File: src/afns_pkg.sv
// ----------------------------------------------------------------------------
// afns_pkg
// Shared widths, register indexes and reset values of the aspect-fit
// nearest-neighbor scaler.
// ----------------------------------------------------------------------------
package afns_pkg;

  // Field widths
  localparam int DIM_W      = 12;
  localparam int STRIDE_W   = 13;
  localparam int STEP_W     = 25;
  localparam int ADDR_W     = 25;

  // Configuration port
  localparam int CFG_IDX_W  = 2;
  localparam int CFG_DATA_W = 13;

  localparam logic [CFG_IDX_W-1:0] CFG_SURFACE_WIDTH  = 2'd0;
  localparam logic [CFG_IDX_W-1:0] CFG_SURFACE_HEIGHT = 2'd1;
  localparam logic [CFG_IDX_W-1:0] CFG_ROW_STRIDE     = 2'd2;

  // Register reset values
  localparam logic [DIM_W-1:0]    RST_SURFACE_WIDTH  = 12'd640;
  localparam logic [DIM_W-1:0]    RST_SURFACE_HEIGHT = 12'd480;
  localparam logic [STRIDE_W-1:0] RST_ROW_STRIDE     = 13'd640;

  // Step saturation value
  localparam logic [STEP_W-1:0] STEP_MAX = '1;

  // Divide by three: x * RECIP3 >> RECIP3_SHIFT is exact for x below 2^14
  localparam int RECIP3       = 21846;
  localparam int RECIP3_SHIFT = 16;

endpackage

File: src/afns_div.sv
// ----------------------------------------------------------------------------
// afns_div
// Restoring radix-2 divider: one quotient bit per cycle while busy.
// ----------------------------------------------------------------------------
module afns_div #(
  parameter int DVD_W = 25,
  parameter int DSR_W = 12
) (
  input  logic             clk_i,
  input  logic             rst_ni,
  input  logic             start_i,
  input  logic [DVD_W-1:0] dividend_i,
  input  logic [DSR_W-1:0] divisor_i,
  output logic [DVD_W-1:0] quotient_o,
  output logic             busy_o
);

  localparam int CNT_W = $clog2(DVD_W + 1);

  logic [DVD_W-1:0] quo_q, quo_d;
  logic [DSR_W-1:0] rem_q, rem_d;
  logic [DSR_W-1:0] dsr_q;
  logic [CNT_W-1:0] cnt_q, cnt_d;
  logic             busy_q, busy_d;
  logic [DSR_W:0]   rem_sh;
  logic [DSR_W:0]   rem_sub;
  logic             fits;

  // Shift in the next dividend bit and try the subtraction
  assign rem_sh  = {rem_q, quo_q[DVD_W-1]};
  assign rem_sub = rem_sh - {1'b0, dsr_q};
  assign fits    = rem_sh >= {1'b0, dsr_q};

  always_comb begin
    quo_d  = quo_q;
    rem_d  = rem_q;
    cnt_d  = cnt_q;
    busy_d = busy_q;
    if (start_i) begin
      quo_d  = dividend_i;
      rem_d  = '0;
      cnt_d  = CNT_W'(DVD_W);
      busy_d = 1'b1;
    end else if (busy_q) begin
      quo_d = {quo_q[DVD_W-2:0], fits};
      rem_d = fits ? rem_sub[DSR_W-1:0] : rem_sh[DSR_W-1:0];
      cnt_d = cnt_q - CNT_W'(1);
      if (cnt_q == CNT_W'(1)) begin
        busy_d = 1'b0;
      end
    end
  end

  // Hold the control state under reset
  always_ff @(posedge clk_i or negedge rst_ni) begin
    if (!rst_ni) begin
      busy_q <= 1'b0;
      cnt_q  <= '0;
    end else begin
      busy_q <= busy_d;
      cnt_q  <= cnt_d;
    end
  end

  // Datapath registers
  always_ff @(posedge clk_i) begin
    quo_q <= quo_d;
    rem_q <= rem_d;
    if (start_i) begin
      dsr_q <= divisor_i;
    end
  end

  assign quotient_o = quo_q;
  assign busy_o     = busy_q;

endmodule

File: src/aspect_fit_nearest_scaler.sv
// ----------------------------------------------------------------------------
// aspect_fit_nearest_scaler
// Address generator for a nearest-neighbor scaler with a centered 4:3 fit.
// ----------------------------------------------------------------------------
// Usage:
//   Input channel (in_valid_i / in_ready_o) carries one beat per destination
//   pixel; frame_start_i restarts at the first pixel of the fitted image.
//   Output channel (out_valid_o / out_ready_i) returns one beat per input
//   beat with source and destination coordinates and addresses, row and
//   frame end marks, or frame_skipped when the geometry cannot be drawn.
//   The result is registered and appears in the cycle after its input beat;
//   one pixel per cycle is sustained while the receiver takes each result.
//   The output register lets a new beat in while the held result is taken
//   in the same cycle; when the receiver stalls with a result held,
//   in_ready_o drops until it is taken. Reset loads 640 x 480 with stride
//   640 and recomputes the fit. After reset and after every register write
//   the sequencer computes the fit, starts the per-axis step division (one
//   quotient bit per cycle, both axes in parallel) and waits for both
//   dividers, so in_ready_o stays low until the steps are captured.
//   A write also returns the position to the first pixel.
// ----------------------------------------------------------------------------
module aspect_fit_nearest_scaler #(
  parameter int SRC_WIDTH  = 320,
  parameter int SRC_HEIGHT = 200,
  parameter int FRAC_BITS  = 16
) (
  input  logic                                  clk_i,
  input  logic                                  rst_ni,
  // configuration
  input  logic                                  cfg_we_i,
  input  logic [afns_pkg::CFG_IDX_W-1:0]        cfg_index_i,
  input  logic [afns_pkg::CFG_DATA_W-1:0]       cfg_wdata_i,
  // input channel
  input  logic                                  in_valid_i,
  output logic                                  in_ready_o,
  input  logic                                  frame_start_i,
  // output channel
  output logic                                  out_valid_o,
  input  logic                                  out_ready_i,
  output logic [((SRC_WIDTH > 1) ? $clog2(SRC_WIDTH) : 1)-1:0]   source_column_o,
  output logic [((SRC_HEIGHT > 1) ? $clog2(SRC_HEIGHT) : 1)-1:0] source_row_o,
  output logic [((SRC_WIDTH * SRC_HEIGHT > 1) ?
                 $clog2(SRC_WIDTH * SRC_HEIGHT) : 1)-1:0]        source_index_o,
  output logic [afns_pkg::DIM_W-1:0]            dest_column_o,
  output logic [afns_pkg::DIM_W-1:0]            dest_row_o,
  output logic [afns_pkg::ADDR_W-1:0]           dest_address_o,
  output logic                                  row_end_o,
  output logic                                  frame_end_o,
  output logic                                  frame_skipped_o
);

  import afns_pkg::*;

  localparam int SCW = (SRC_WIDTH > 1) ? $clog2(SRC_WIDTH) : 1;
  localparam int SRW = (SRC_HEIGHT > 1) ? $clog2(SRC_HEIGHT) : 1;
  localparam int SIW = (SRC_WIDTH * SRC_HEIGHT > 1) ? $clog2(SRC_WIDTH * SRC_HEIGHT) : 1;
  localparam int XDW = $clog2(SRC_WIDTH + 1) + FRAC_BITS;
  localparam int YDW = $clog2(SRC_HEIGHT + 1) + FRAC_BITS;
  localparam int XQW = (XDW > STEP_W) ? XDW : STEP_W;
  localparam int YQW = (YDW > STEP_W) ? YDW : STEP_W;

  // Sequencer codes
  localparam logic [1:0] ST_RUN   = 2'd0;
  localparam logic [1:0] ST_FIT   = 2'd1;
  localparam logic [1:0] ST_START = 2'd2;
  localparam logic [1:0] ST_DIV   = 2'd3;

  logic [1:0]          state_q, state_d;

  logic [DIM_W-1:0]    surf_w_q, surf_h_q;
  logic [STRIDE_W-1:0] stride_q;

  logic [DIM_W-1:0]    fit_w_q, fit_h_q, off_x_q, off_y_q;
  logic [STEP_W-1:0]   step_x_q, step_y_q;
  logic [ADDR_W-1:0]   base_addr_q;
  logic                skip_q;

  logic [STEP_W-1:0]   accum_x_q, accum_y_q;
  logic [DIM_W-1:0]    col_cnt_q, row_cnt_q;
  logic [ADDR_W-1:0]   row_addr_q;

  logic                out_valid_q;
  logic [SCW-1:0]      src_col_q;
  logic [SRW-1:0]      src_row_q;
  logic [SIW-1:0]      src_idx_q;
  logic [DIM_W-1:0]    dst_col_q, dst_row_q;
  logic [ADDR_W-1:0]   dst_addr_q;
  logic                row_end_q, frame_end_q, skipped_q;

  logic                cfg_hit;
  logic                in_fire;

  // ---------------------------------------------------------------------------
  // Configuration registers
  // ---------------------------------------------------------------------------
  assign cfg_hit = cfg_we_i && (cfg_index_i == CFG_SURFACE_WIDTH ||
                                cfg_index_i == CFG_SURFACE_HEIGHT ||
                                cfg_index_i == CFG_ROW_STRIDE);

  always_ff @(posedge clk_i or negedge rst_ni) begin
    if (!rst_ni) begin
      surf_w_q <= RST_SURFACE_WIDTH;
      surf_h_q <= RST_SURFACE_HEIGHT;
      stride_q <= RST_ROW_STRIDE;
    end else if (cfg_we_i) begin
      case (cfg_index_i)
        CFG_SURFACE_WIDTH:  surf_w_q <= cfg_wdata_i[DIM_W-1:0];
        CFG_SURFACE_HEIGHT: surf_h_q <= cfg_wdata_i[DIM_W-1:0];
        CFG_ROW_STRIDE:     stride_q <= cfg_wdata_i;
        default:            ;
      endcase
    end
  end

  // ---------------------------------------------------------------------------
  // Letterbox fit: width-limited first, fall back to height-limited
  // ---------------------------------------------------------------------------
  logic [DIM_W+1:0]   w_times3;
  logic [DIM_W-1:0]   h_from_w;
  logic [DIM_W+1:0]   h_times4;
  logic [31:0]        w_recip;
  logic [DIM_W+1:0]   w_from_h;
  logic [DIM_W+1:0]   fit_w_raw, fit_h_raw;
  logic [DIM_W-1:0]   fit_w_d, fit_h_d;

  always_comb begin
    w_times3  = (DIM_W + 2)'(surf_w_q) * (DIM_W + 2)'(3);
    h_from_w  = w_times3[DIM_W+1:2];
    h_times4  = {surf_h_q, 2'b00};
    w_recip   = 32'(h_times4) * 32'(RECIP3);
    w_from_h  = w_recip[RECIP3_SHIFT +: DIM_W + 2];
    if (h_from_w > surf_h_q) begin
      fit_w_raw = w_from_h;
      fit_h_raw = (DIM_W + 2)'(surf_h_q);
    end else begin
      fit_w_raw = (DIM_W + 2)'(surf_w_q);
      fit_h_raw = (DIM_W + 2)'(h_from_w);
    end
    // raise to one, then limit to the surface
    if (fit_w_raw == '0) fit_w_raw = (DIM_W + 2)'(1);
    if (fit_h_raw == '0) fit_h_raw = (DIM_W + 2)'(1);
    if (fit_w_raw > (DIM_W + 2)'(surf_w_q)) fit_w_raw = (DIM_W + 2)'(surf_w_q);
    if (fit_h_raw > (DIM_W + 2)'(surf_h_q)) fit_h_raw = (DIM_W + 2)'(surf_h_q);
    if (surf_w_q == '0 || surf_h_q == '0) begin
      fit_w_d = '0;
      fit_h_d = '0;
    end else begin
      fit_w_d = fit_w_raw[DIM_W-1:0];
      fit_h_d = fit_h_raw[DIM_W-1:0];
    end
  end

  // ---------------------------------------------------------------------------
  // Step dividers, one per axis
  // ---------------------------------------------------------------------------
  logic             div_start;
  logic             div_x_busy, div_y_busy;
  logic [XDW-1:0]   quo_x;
  logic [YDW-1:0]   quo_y;
  logic [XQW-1:0]   quo_x_ext;
  logic [YQW-1:0]   quo_y_ext;
  logic [STEP_W-1:0] step_x_d, step_y_d;

  assign div_start = (state_q == ST_START);

  afns_div #(
    .DVD_W (XDW),
    .DSR_W (DIM_W)
  ) u_div_x (
    .clk_i      (clk_i),
    .rst_ni     (rst_ni),
    .start_i    (div_start),
    .dividend_i (XDW'(SRC_WIDTH) << FRAC_BITS),
    .divisor_i  (fit_w_q),
    .quotient_o (quo_x),
    .busy_o     (div_x_busy)
  );

  afns_div #(
    .DVD_W (YDW),
    .DSR_W (DIM_W)
  ) u_div_y (
    .clk_i      (clk_i),
    .rst_ni     (rst_ni),
    .start_i    (div_start),
    .dividend_i (YDW'(SRC_HEIGHT) << FRAC_BITS),
    .divisor_i  (fit_h_q),
    .quotient_o (quo_y),
    .busy_o     (div_y_busy)
  );

  // Saturate to the step width; an empty fit gives a zero step
  always_comb begin
    quo_x_ext = XQW'(quo_x);
    quo_y_ext = YQW'(quo_y);
    step_x_d  = (quo_x_ext > XQW'(STEP_MAX)) ? STEP_MAX : quo_x_ext[STEP_W-1:0];
    step_y_d  = (quo_y_ext > YQW'(STEP_MAX)) ? STEP_MAX : quo_y_ext[STEP_W-1:0];
    if (fit_w_q == '0) step_x_d = '0;
    if (fit_h_q == '0) step_y_d = '0;
  end

  // ---------------------------------------------------------------------------
  // Sequencer: fit, start division, wait, run
  // ---------------------------------------------------------------------------
  always_comb begin
    state_d = state_q;
    case (state_q)
      ST_FIT:   state_d = ST_START;
      ST_START: state_d = ST_DIV;
      ST_DIV:   if (!div_x_busy && !div_y_busy) state_d = ST_RUN;
      ST_RUN:   state_d = ST_RUN;
      default:  state_d = ST_FIT;
    endcase
    if (cfg_hit) state_d = ST_FIT;
  end

  always_ff @(posedge clk_i or negedge rst_ni) begin
    if (!rst_ni) begin
      state_q <= ST_FIT;
    end else begin
      state_q <= state_d;
    end
  end

  // Capture fit, skip decision, frame base address and steps
  always_ff @(posedge clk_i or negedge rst_ni) begin
    if (!rst_ni) begin
      fit_w_q     <= '0;
      fit_h_q     <= '0;
      off_x_q     <= '0;
      off_y_q     <= '0;
      step_x_q    <= '0;
      step_y_q    <= '0;
      base_addr_q <= '0;
      skip_q      <= 1'b1;
    end else begin
      if (state_q == ST_FIT) begin
        fit_w_q <= fit_w_d;
        fit_h_q <= fit_h_d;
        off_x_q <= (surf_w_q - fit_w_d) >> 1;
        off_y_q <= (surf_h_q - fit_h_d) >> 1;
      end
      if (state_q == ST_START) begin
        base_addr_q <= ADDR_W'(off_y_q) * ADDR_W'(stride_q);
        skip_q      <= (fit_w_q == '0) || (fit_h_q == '0) || (stride_q == '0) ||
                       ((STRIDE_W'(off_x_q) + STRIDE_W'(fit_w_q)) > stride_q) ||
                       ((STRIDE_W'(off_y_q) + STRIDE_W'(fit_h_q)) >
                        STRIDE_W'(surf_h_q));
      end
      if (state_q == ST_DIV && !div_x_busy && !div_y_busy) begin
        step_x_q <= step_x_d;
        step_y_q <= step_y_d;
      end
    end
  end

  // ---------------------------------------------------------------------------
  // Pixel walk: one destination pixel per accepted beat
  // ---------------------------------------------------------------------------
  assign in_ready_o = (state_q == ST_RUN) && (!out_valid_q || out_ready_i);
  assign in_fire    = in_valid_i && in_ready_o;

  logic [STEP_W-1:0]          ax, ay;
  logic [DIM_W-1:0]           cc, rc;
  logic [ADDR_W-1:0]          ra;
  logic [STEP_W-FRAC_BITS-1:0] ax_hi, ay_hi;
  logic [31:0]                sx_full, sy_full;
  logic [SCW-1:0]             sx;
  logic [SRW-1:0]             sy;
  logic [DIM_W-1:0]           dc, dr;
  logic                       last_col, last_row;

  always_comb begin
    // restart on frame start
    ax = frame_start_i ? '0 : accum_x_q;
    ay = frame_start_i ? '0 : accum_y_q;
    cc = frame_start_i ? '0 : col_cnt_q;
    rc = frame_start_i ? '0 : row_cnt_q;
    ra = frame_start_i ? base_addr_q : row_addr_q;

    // clamp the source position
    ax_hi   = ax[STEP_W-1:FRAC_BITS];
    ay_hi   = ay[STEP_W-1:FRAC_BITS];
    sx_full = (32'(ax_hi) >= 32'(SRC_WIDTH))  ? 32'(SRC_WIDTH - 1)  : 32'(ax_hi);
    sy_full = (32'(ay_hi) >= 32'(SRC_HEIGHT)) ? 32'(SRC_HEIGHT - 1) : 32'(ay_hi);
    sx      = SCW'(sx_full);
    sy      = SRW'(sy_full);

    dc       = off_x_q + cc;
    dr       = off_y_q + rc;
    last_col = (13'(cc) + 13'd1) >= 13'(fit_w_q);
    last_row = (13'(rc) + 13'd1) >= 13'(fit_h_q);
  end

  // Advance the position
  always_ff @(posedge clk_i or negedge rst_ni) begin
    if (!rst_ni) begin
      accum_x_q  <= '0;
      accum_y_q  <= '0;
      col_cnt_q  <= '0;
      row_cnt_q  <= '0;
      row_addr_q <= '0;
    end else if (state_q == ST_FIT) begin
      accum_x_q <= '0;
      accum_y_q <= '0;
      col_cnt_q <= '0;
      row_cnt_q <= '0;
    end else if (state_q == ST_DIV) begin
      row_addr_q <= base_addr_q;
    end else if (in_fire) begin
      if (skip_q) begin
        accum_x_q  <= '0;
        accum_y_q  <= '0;
        col_cnt_q  <= '0;
        row_cnt_q  <= '0;
        row_addr_q <= base_addr_q;
      end else if (last_col) begin
        accum_x_q <= '0;
        col_cnt_q <= '0;
        if (last_row) begin
          accum_y_q  <= '0;
          row_cnt_q  <= '0;
          row_addr_q <= base_addr_q;
        end else begin
          accum_y_q  <= ay + step_y_q;
          row_cnt_q  <= rc + DIM_W'(1);
          row_addr_q <= ra + ADDR_W'(stride_q);
        end
      end else begin
        accum_x_q  <= ax + step_x_q;
        col_cnt_q  <= cc + DIM_W'(1);
        accum_y_q  <= ay;
        row_cnt_q  <= rc;
        row_addr_q <= ra;
      end
    end
  end

  // ---------------------------------------------------------------------------
  // Result register
  // ---------------------------------------------------------------------------
  always_ff @(posedge clk_i or negedge rst_ni) begin
    if (!rst_ni) begin
      out_valid_q <= 1'b0;
    end else if (in_fire) begin
      out_valid_q <= 1'b1;
    end else if (out_ready_i) begin
      out_valid_q <= 1'b0;
    end
  end

  always_ff @(posedge clk_i) begin
    if (in_fire) begin
      if (skip_q) begin
        src_col_q   <= '0;
        src_row_q   <= '0;
        src_idx_q   <= '0;
        dst_col_q   <= '0;
        dst_row_q   <= '0;
        dst_addr_q  <= '0;
        row_end_q   <= 1'b0;
        frame_end_q <= 1'b0;
        skipped_q   <= 1'b1;
      end else begin
        src_col_q   <= sx;
        src_row_q   <= sy;
        src_idx_q   <= SIW'(32'(sy) * 32'(SRC_WIDTH) + 32'(sx));
        dst_col_q   <= dc;
        dst_row_q   <= dr;
        dst_addr_q  <= ra + ADDR_W'(dc);
        row_end_q   <= last_col;
        frame_end_q <= last_col && last_row;
        skipped_q   <= 1'b0;
      end
    end
  end

  assign out_valid_o     = out_valid_q;
  assign source_column_o = src_col_q;
  assign source_row_o    = src_row_q;
  assign source_index_o  = src_idx_q;
  assign dest_column_o   = dst_col_q;
  assign dest_row_o      = dst_row_q;
  assign dest_address_o  = dst_addr_q;
  assign row_end_o       = row_end_q;
  assign frame_end_o     = frame_end_q;
  assign frame_skipped_o = skipped_q;

endmodule
File: config.mk
export PLATFORM = sky130hd
export DESIGN_NAME = aspect_fit_nearest_scaler
export DESIGN_NICKNAME = d
export VERILOG_FILES = /design/src/afns_pkg.sv /design/src/afns_div.sv /design/src/aspect_fit_nearest_scaler.sv
export SDC_FILE = /design/constraint.sdc
export NUM_CORES = 2
export LEC_CHECK = 0
export ABC_AREA = 1
export BUFFER_PORTS_ARGS = -buffer_cell sky130_fd_sc_hd__buf_4
export CORE_MARGIN = 5
export CORE_UTILIZATION = 29
export CTS_CLUSTER_SIZE = 25
export DETAILED_ROUTE_END_ITERATION = 10
export GPL_TIMING_DRIVEN = 1
export PLACE_DENSITY_LB_ADDON = 0.15
export SETUP_SLACK_MARGIN = 0.02
export SYNTH_ARGS = -nofsm -noshare
export SYNTH_HDL_FRONTEND = slang
export SYNTH_SLANG_ARGS = --single-unit
File: constraint.sdc
create_clock -name clk_i -period 19.8 [get_ports clk_i]
set_input_delay 1.98 -clock clk_i [delete_from_list [all_inputs] [get_ports clk_i]]
set_output_delay 1.98 -clock clk_i [all_outputs]
set_load 0.1 [all_outputs]
# [Yosys cells after proc, flatten, opt, wreduce, memory -nomap -nowiden]
# Index checks and enable logic that the tools add are counted.
[word_totals] register_bits=455 in_bits=21 out_inout_bits=87
[op_classes] addsub=19 mul=4 order_cmp=12 n_eq_ne=9 n_mux=63 n_bitwise=1 n_reduce_logical=37
[ops] cell="two-way mux 25 bit" count=21
[ops] cell="two-way mux 12 bit" count=21
[ops] cell="greater-or-equal comparator 13 x 12 -> 1 bit" count=4
[ops] cell="adder 25 bit" count=2
[ops] cell="logical NOT 12 bit" count=4
[ops] cell="subtractor 12 bit" count=4
[ops] cell="greater-than comparator 14 x 12 -> 1 bit" count=2
[ops] cell="logical NOT 14 bit" count=2
[ops] cell="adder 11 x 12 -> 13 bit" count=2
[ops] cell="adder 12 x 1 -> 13 bit (second input constant)" count=2
[ops] cell="multiplier 12 x 14 -> 26 bit (second input constant)" count=1
[ops] cell="two-way mux 13 bit" count=2
[ops] cell="adder 25 x 12 -> 25 bit" count=1
[ops] cell="adder 25 x 13 -> 25 bit" count=1
[ops] cell="greater-than comparator 25 bit (second input constant)" count=1
[ops] cell="adder 11 x 12 -> 12 bit" count=2
[ops] cell="adder 12 x 1 -> 12 bit (second input constant)" count=2
[ops] cell="multiplier 11 x 13 -> 24 bit" count=1
[ops] cell="two-way mux 24 bit" count=1
[ops] cell="two-way mux 5 bit" count=4
[ops] cell="adder 16 x 9 -> 16 bit" count=1
[ops] cell="multiplier 12 x 2 -> 14 bit (second input constant)" count=1
[ops] cell="greater-than comparator 13 x 12 -> 1 bit" count=1
[ops] cell="greater-than comparator 13 bit" count=1
[ops] cell="other kinds (23)" count=61

# [Depth between registers and ports, before layout]
[depth] word_depth=9 mapped_depth=48

# [Cells and area by module]
# From an unflattened synthesis, not the netlist that was laid out.
[hier_totals] hier_cells=4951 hier_area_um2=38444.4
[modules_own_cells] module="aspect_fit_nearest_scaler" n_inst=1 cells_each=4182 area_each_um2=32268.4 seq_area_each_um2=8866.0
[modules_own_cells] module="afns_div at u_div_x" n_inst=1 cells_each=387 area_each_um2=3106.7 seq_area_each_um2=1501.4
[modules_own_cells] module="afns_div at u_div_y" n_inst=1 cells_each=382 area_each_um2=3069.2 seq_area_each_um2=1471.4

# [Least setup slack after synthesis]
# Ideal clock, no wire load.
[synth_timing] kind="register to register" start="register surf_h_q[8]" end="register off_x_q[9]" arrival_ns=7.224 t_required_ns=19.666 slack_ns=12.442 path_stages_with_launch=44 n_path_buf=1 cell_sequence="dfstp_2 ha_1 fa_1 inv_1 fa_1 inv_1 fa_1 fa_1 ha_1 nand2_1 nor2_1 inv_1 nor3_1 nand2_1 nand2_1 nand2_1 nand3_1 nand2_1 [... 8 more ...] o21ai_0 nand2_1 nand3b_1 nand2_1 nand2_1 clkbuf_1 o21ai_0 ha_1 inv_1 o31ai_1 nand3_1 nand2_1 a21oi_1 o21bai_1 a21oi_1 o21ai_0 xnor2_1 o21ai_0"
[synth_between] elab_chain_cells=8 word_cells_on_any_way=11 cone_classes="1 x add/sub; 1 x mul; 2 x order compare; 4 x mux; 3 x reduce/logical"
[synth_rtl] element="start, declared" line="aspect_fit_nearest_scaler.sv:70" text="logic [DIM_W-1:0] surf_w_q, surf_h_q;"
[synth_rtl] element="start signal, assigned" line="aspect_fit_nearest_scaler.sv:108" text="CFG_SURFACE_HEIGHT: surf_h_q <= cfg_wdata_i[DIM_W-1:0];"
[synth_rtl] element="multiplier 12 x 14 -> 26 bit / greater-than comparator 12 bit (equally long branches)" line="aspect_fit_nearest_scaler.sv:130, aspect_fit_nearest_scaler.sv:132"
[synth_rtl] element="two-way mux 13 bit" line="aspect_fit_nearest_scaler.sv:132" text="if (h_from_w > surf_h_q) begin"
[synth_rtl] element="logical NOT 14 bit" line="aspect_fit_nearest_scaler.sv:140" text="if (fit_w_raw == '0) fit_w_raw = (DIM_W + 2)'(1);"
[synth_rtl] element="two-way mux 13 bit" line="aspect_fit_nearest_scaler.sv:140"
[synth_rtl] element="greater-than comparator 14 x 12 -> 1 bit" line="aspect_fit_nearest_scaler.sv:142" text="if (fit_w_raw > (DIM_W + 2)'(surf_w_q)) fit_w_raw = (DIM_W + 2)'(surf_w_q);"
[synth_rtl] element="two-way mux 12 bit" line="aspect_fit_nearest_scaler.sv:142"
[synth_rtl] element="two-way mux 12 bit (*)" line="aspect_fit_nearest_scaler.sv:144" text="if (surf_w_q == '0 || surf_h_q == '0) begin"
[synth_rtl] element="subtractor 12 bit (*)" line="aspect_fit_nearest_scaler.sv:240" text="off_x_q <= (surf_w_q - fit_w_d) >> 1;"
[synth_rtl] element="end signal, assigned" line="aspect_fit_nearest_scaler.sv:240"
[synth_rtl] element="end, declared" line="aspect_fit_nearest_scaler.sv:73" text="logic [DIM_W-1:0] fit_w_q, fit_h_q, off_x_q, off_y_q;"
# Mark *: on every way between the ends. The rest lies on a longest branch, timed or not.
# A chain may end at the register's enable or synchronous reset.

# [Worst setup path after layout]
[layout_timing] start="register surf_h_q[8]" end="register off_x_q[9]"
[layout_between] elab_chain_cells=8 word_cells_on_any_way=11 cone_classes="1 x add/sub; 1 x mul; 2 x order compare; 4 x mux; 3 x reduce/logical"
[layout_rtl] element="multiplier 12 x 14 -> 26 bit / greater-than comparator 12 bit (equally long branches)" line="aspect_fit_nearest_scaler.sv:130, aspect_fit_nearest_scaler.sv:132"
[layout_rtl] element="two-way mux 13 bit" line="aspect_fit_nearest_scaler.sv:132"
[layout_rtl] element="logical NOT 14 bit" line="aspect_fit_nearest_scaler.sv:140"
[layout_rtl] element="two-way mux 13 bit" line="aspect_fit_nearest_scaler.sv:140"
[layout_rtl] element="greater-than comparator 14 x 12 -> 1 bit" line="aspect_fit_nearest_scaler.sv:142"
[layout_rtl] element="two-way mux 12 bit" line="aspect_fit_nearest_scaler.sv:142"
[layout_rtl] element="two-way mux 12 bit (*)" line="aspect_fit_nearest_scaler.sv:144"
[layout_rtl] element="named net fit_w_d[1]" line="aspect_fit_nearest_scaler.sv:124" text="logic [DIM_W-1:0] fit_w_d, fit_h_d;"
[layout_rtl] element="subtractor 12 bit (*)" line="aspect_fit_nearest_scaler.sv:240"
# Mark *: on every way through the listed nets, which the timed path passes. The rest lies on a longest branch.

==> metrics.md <==
| Metric | Value |
|---|---|
| Nets | `around 5300` |
| Port bufs | `107` |
| Clock buffer depth | `3` |
| Drt total wl | `about 110000 um` |
| Reg2reg end | `off_x_q[9]` |
| FP Rows | `roughly 130` |
| Setup WS pre-CTS | `~11 ns` |
| Fmax | `between 0.1 and 0.15 GHz` |
| Most common cell after layout, fill and taps aside | `nand2_1` |
| Number of synthesized flops with an enable pin | `approximately 100` |
| Synth Area in XOR/XNOR | `under 10%` |
| Final Skew | `roughly 0.043 ns` |
| Crit-path leading delay family | `adder cells` |
| Final antenna-violating net count | `0` |
| CTS Sinks | `about 450` |
| Async set-reset flop share out of synthesis | `between 60 and 70%` |
| Yosys reg bits | `roughly 450` |
| Layout cells sized above 1 | `about 6.4%` |
| CTS Hold Bufs | `0` |
| Drt via density | `4.78` |
| Post-cts sizing count | `0` |
| Crit Path Category | `reg -> reg` |
| Post-layout util | `between 30% and 40%` |
| Share of the synthesized area in the top cell type | `17.6%` |
| RSZ-0062 raised after global routing | `false` |
| Yosys warning count | `0` |
| Placeable Area | `approximately 130000 um^2` |
| Endpoints failing setup | `0` |
| Max Slew Vio Count | `0` |
| Die Y-Extent | `between 300 and 400 um` |
| Run status | `finished, final reports clean` |
| Largest net degree at the start of global routing | `89` |
| TritonCTS clock tree | `done` |
| WL met2 | `between 40000 and 50000 um` |
| Vias in the first global route | `a little over 30000` |
| Drt drc | `0` |
| Arrival time worst endpoint | `9.34 ns` |
| Initial core utilization | `29.1%` |
| DR vias | `~31000` |
| Placer Congestion | `around 0.86` |
| Syn Nets | `5299` |
| Main synth FF type | `dfrtp_1` |
| Critical Path RT | `just over 20 ns` |
| Total grt overflow | `0` |
| Hold Path End | `step_x_q[3]` |
| GRT Total Usage | `16.6%` |
| Crit-path max cell delay | `0.66 ns` |
| CP most frequent cell | `nand2_1` |
| WL met1 | `~57000 um` |
| Worst-path clk slew | `about 0.060 ns` |
| P&R area growth vs syn | `11.6%` |
| Initial antenna violation count | `10` |
| Syn Inst Count | `4701` |
| Drt first pass iters | `5` |
| Main combinational cell family by area after synthesis | `adder cells` |
| Post-DR wirelength/cell | `approximately 18 um` |
| Worst-case reg-to-reg path depth | `around 40` |
| Top area cells in the synthesized netlist | `dfrtp_1, ha_1, nand2_1` |
| Synth Area in Compound Gates | `between 15 and 20%` |
| Final Cycle Share | `~45%` |
| CTS root buf | `clkbuf_16` |
| CTS Buf Count | `53` |
| Post-DP HPWL | `85700 um` |
| DIE WIDTH | `about 370 um` |
| Rel. slew slack | `approximately a fifth` |
| Startpoint types | `register` |
| Hold Path Class | `reg -> reg` |
| Min-delay src | `u_div_x.quotient_o[3]` |
| Worst Path Buf+Inv | `5` |
| Slowest cell on crit path | `dfstp_2` |
| Final hold viol count | `0` |
| Io pins | `~110` |
| Simple-Gate Fraction of Synth Area | `between 10% and 20%` |
| DIE AREA | `about 130000 um^2` |
| Initial DRC Count | `between 1500 and 2000` |
| Adder-Cell Fraction of Synth Area | `between 20% and 30%` |
| Mapped cell area | `about 37000 um^2` |
| Design area | `roughly 41000 um^2` |
| R2R Setup Slk | `roughly 11 ns` |
| Max_cap viols | `0` |
| Most frequent cells in the layout | `nand2_1, inv_1, ha_1` |
| PnR worst setup slack | `10.95 ns` |
| First-pass GRT wire length | `between 150000 and 200000 um` |
| Highest Signal Layer | `met4` |
| Crit Path Max Fanout | `22` |
| Met3 Wirelength | `between 4000 and 5000 um` |
| Hold path depth | `2` |
| Post-DP Area | `slightly below 40000 um^2` |
| Area leader, netlist | `dfrtp_1` |
| Avg Inst Size Synth | `just under 8 um^2` |
| Setup tns final | `0 ns` |
| Crit. End Element | `register` |
| Unique cell type count in the Yosys netlist | `a little under 70` |
| H-tree Lvls | `2` |
| R2R Path Start | `surf_h_q[8]` |
| Post-CTS Setup Bufs | `0` |
| Seq/Total Area, Yosys | `slightly above 30%` |
| Least-Margin Pin Slew | `between 1 and 1.5 ns` |
| Tmin final | `8.85 ns` |
| Mux cell area share after synthesis | `less than 1%` |
| Clock Latency Late Sink | `~0.65 ns` |
## routing by layer
metal / global-route usage (%) / vias up
met5: 0 / -
met4: 3.07 / 0
met3: 1.93 / 104
met2: 26.3 / 546
met1: 24.5 / 14700
li1: - / 15500
## worst register-to-register path: cells and delay by family, from the launching register on
kind            cells  cell delay (ns)
buf+inv             5             0.47
fa+ha+maj           8             3.45
flops               1             0.66
compound gates     12             1.86
xor+xnor            1             0.15
simple gates       15             2.10
## Yosys cell counts, types with 6 or more instances
cell type / instances
nand2_2: 8
o211ai_1: 39
nand2_1: 920
buf_2: 11
dfxtp_1: 73
a31oi_1: 22
xnor2_1: 57
nand3b_1: 10
o22ai_1: 110
nor2_1: 263
nor2_2: 6
dfstp_2: 10
nand3_1: 176
o21bai_1: 23
buf_4: 13
o21ai_0: 364
edfxtp_1: 103
nand4_1: 38
ha_1: 422
o21ai_1: 46
clkbuf_1: 110
a22oi_1: 7
dfrtp_1: 261
inv_1: 834
a21oi_1: 329
o31ai_1: 8
xor2_1: 91
nor2_4: 6
o221ai_1: 7
nor3_1: 37
o21a_1: 16
a21o_1: 14
fa_1: 155
nor4_1: 18
buf_6: 7
buf_1: 8
## final cells by class
| class | instances | area (um^2) |
|---|---|---|
| fillers | 13600 | 85900 |
| multi-input cells | 3262 | 21800 |
| flip-flops and latches | 447 | 11300 |
| inverters | 843 | 3170 |
| well taps | 1662 | 2080 |
| clock buffers | 76 | 1540 |
| repair buffers | 135 | 1020 |
| clock inverters | 24 | 292 |
| diodes | 3 | 7.51 |
## stage by stage
stage                     instances  hold WS (ns)
after floorplan                4701         0.441
after global placement         6349         0.452
after detailed placement       6349         0.449
after CTS                      6449         0.463
after global routing           6449         0.482
final                          6452         0.459
## state kept, by name, summed over array words and instances (netlist names), 12 cells and up
signal / count
accum_x_q: 25
accum_y_q: 25
base_addr_q: 24
col_cnt_q: 12
dest_address_o: 25
dest_column_o: 12
dest_row_o: 12
fit_h_q: 12
fit_w_q: 12
row_addr_q: 25
row_cnt_q: 12
step_x_q: 25
step_y_q: 24
stride_q: 13
surf_h_q: 12
surf_w_q: 12
u_div_x.dsr_q: 12
u_div_x.quotient_o: 25
u_div_x.rem_q: 12
u_div_y.dsr_q: 12
u_div_y.quotient_o: 24
u_div_y.rem_q: 12
## how the worst max path moves through the flow
| stage | from | end | slack (ns) | depth (start not counted) |
|---|---|---|---|---|
| after global routing | surf_h_q[8] | off_x_q[9] | 10.05 | 43 |
| after detailed placement | surf_h_q[8] | off_x_q[9] | 10.99 | 43 |
| after CTS | surf_h_q[8] | off_x_q[9] | 10.97 | 43 |
| after floorplan | surf_h_q[8] | off_x_q[9] | 12.44 | 43 |
| after global placement | surf_h_q[8] | off_x_q[9] | 11.08 | 43 |
| final | surf_h_q[8] | off_x_q[9] | 10.95 | 41 |
## logic make-up (layout without fill, tap and decap cells)
kind of cell / Yosys count / count (layout)
simple gates: 1515 / 1515
compound gates: 1021 / 1021
buf+inv: 992 / 1078
fa+ha+maj: 577 / 577
flops: 447 / 447
xor+xnor: 148 / 148
mux: 1 / 1
other cells: 0 / 3
Power is not shown: default switching activity piles up to over one toggle a cycle in this logic, so the estimate is an artifact.
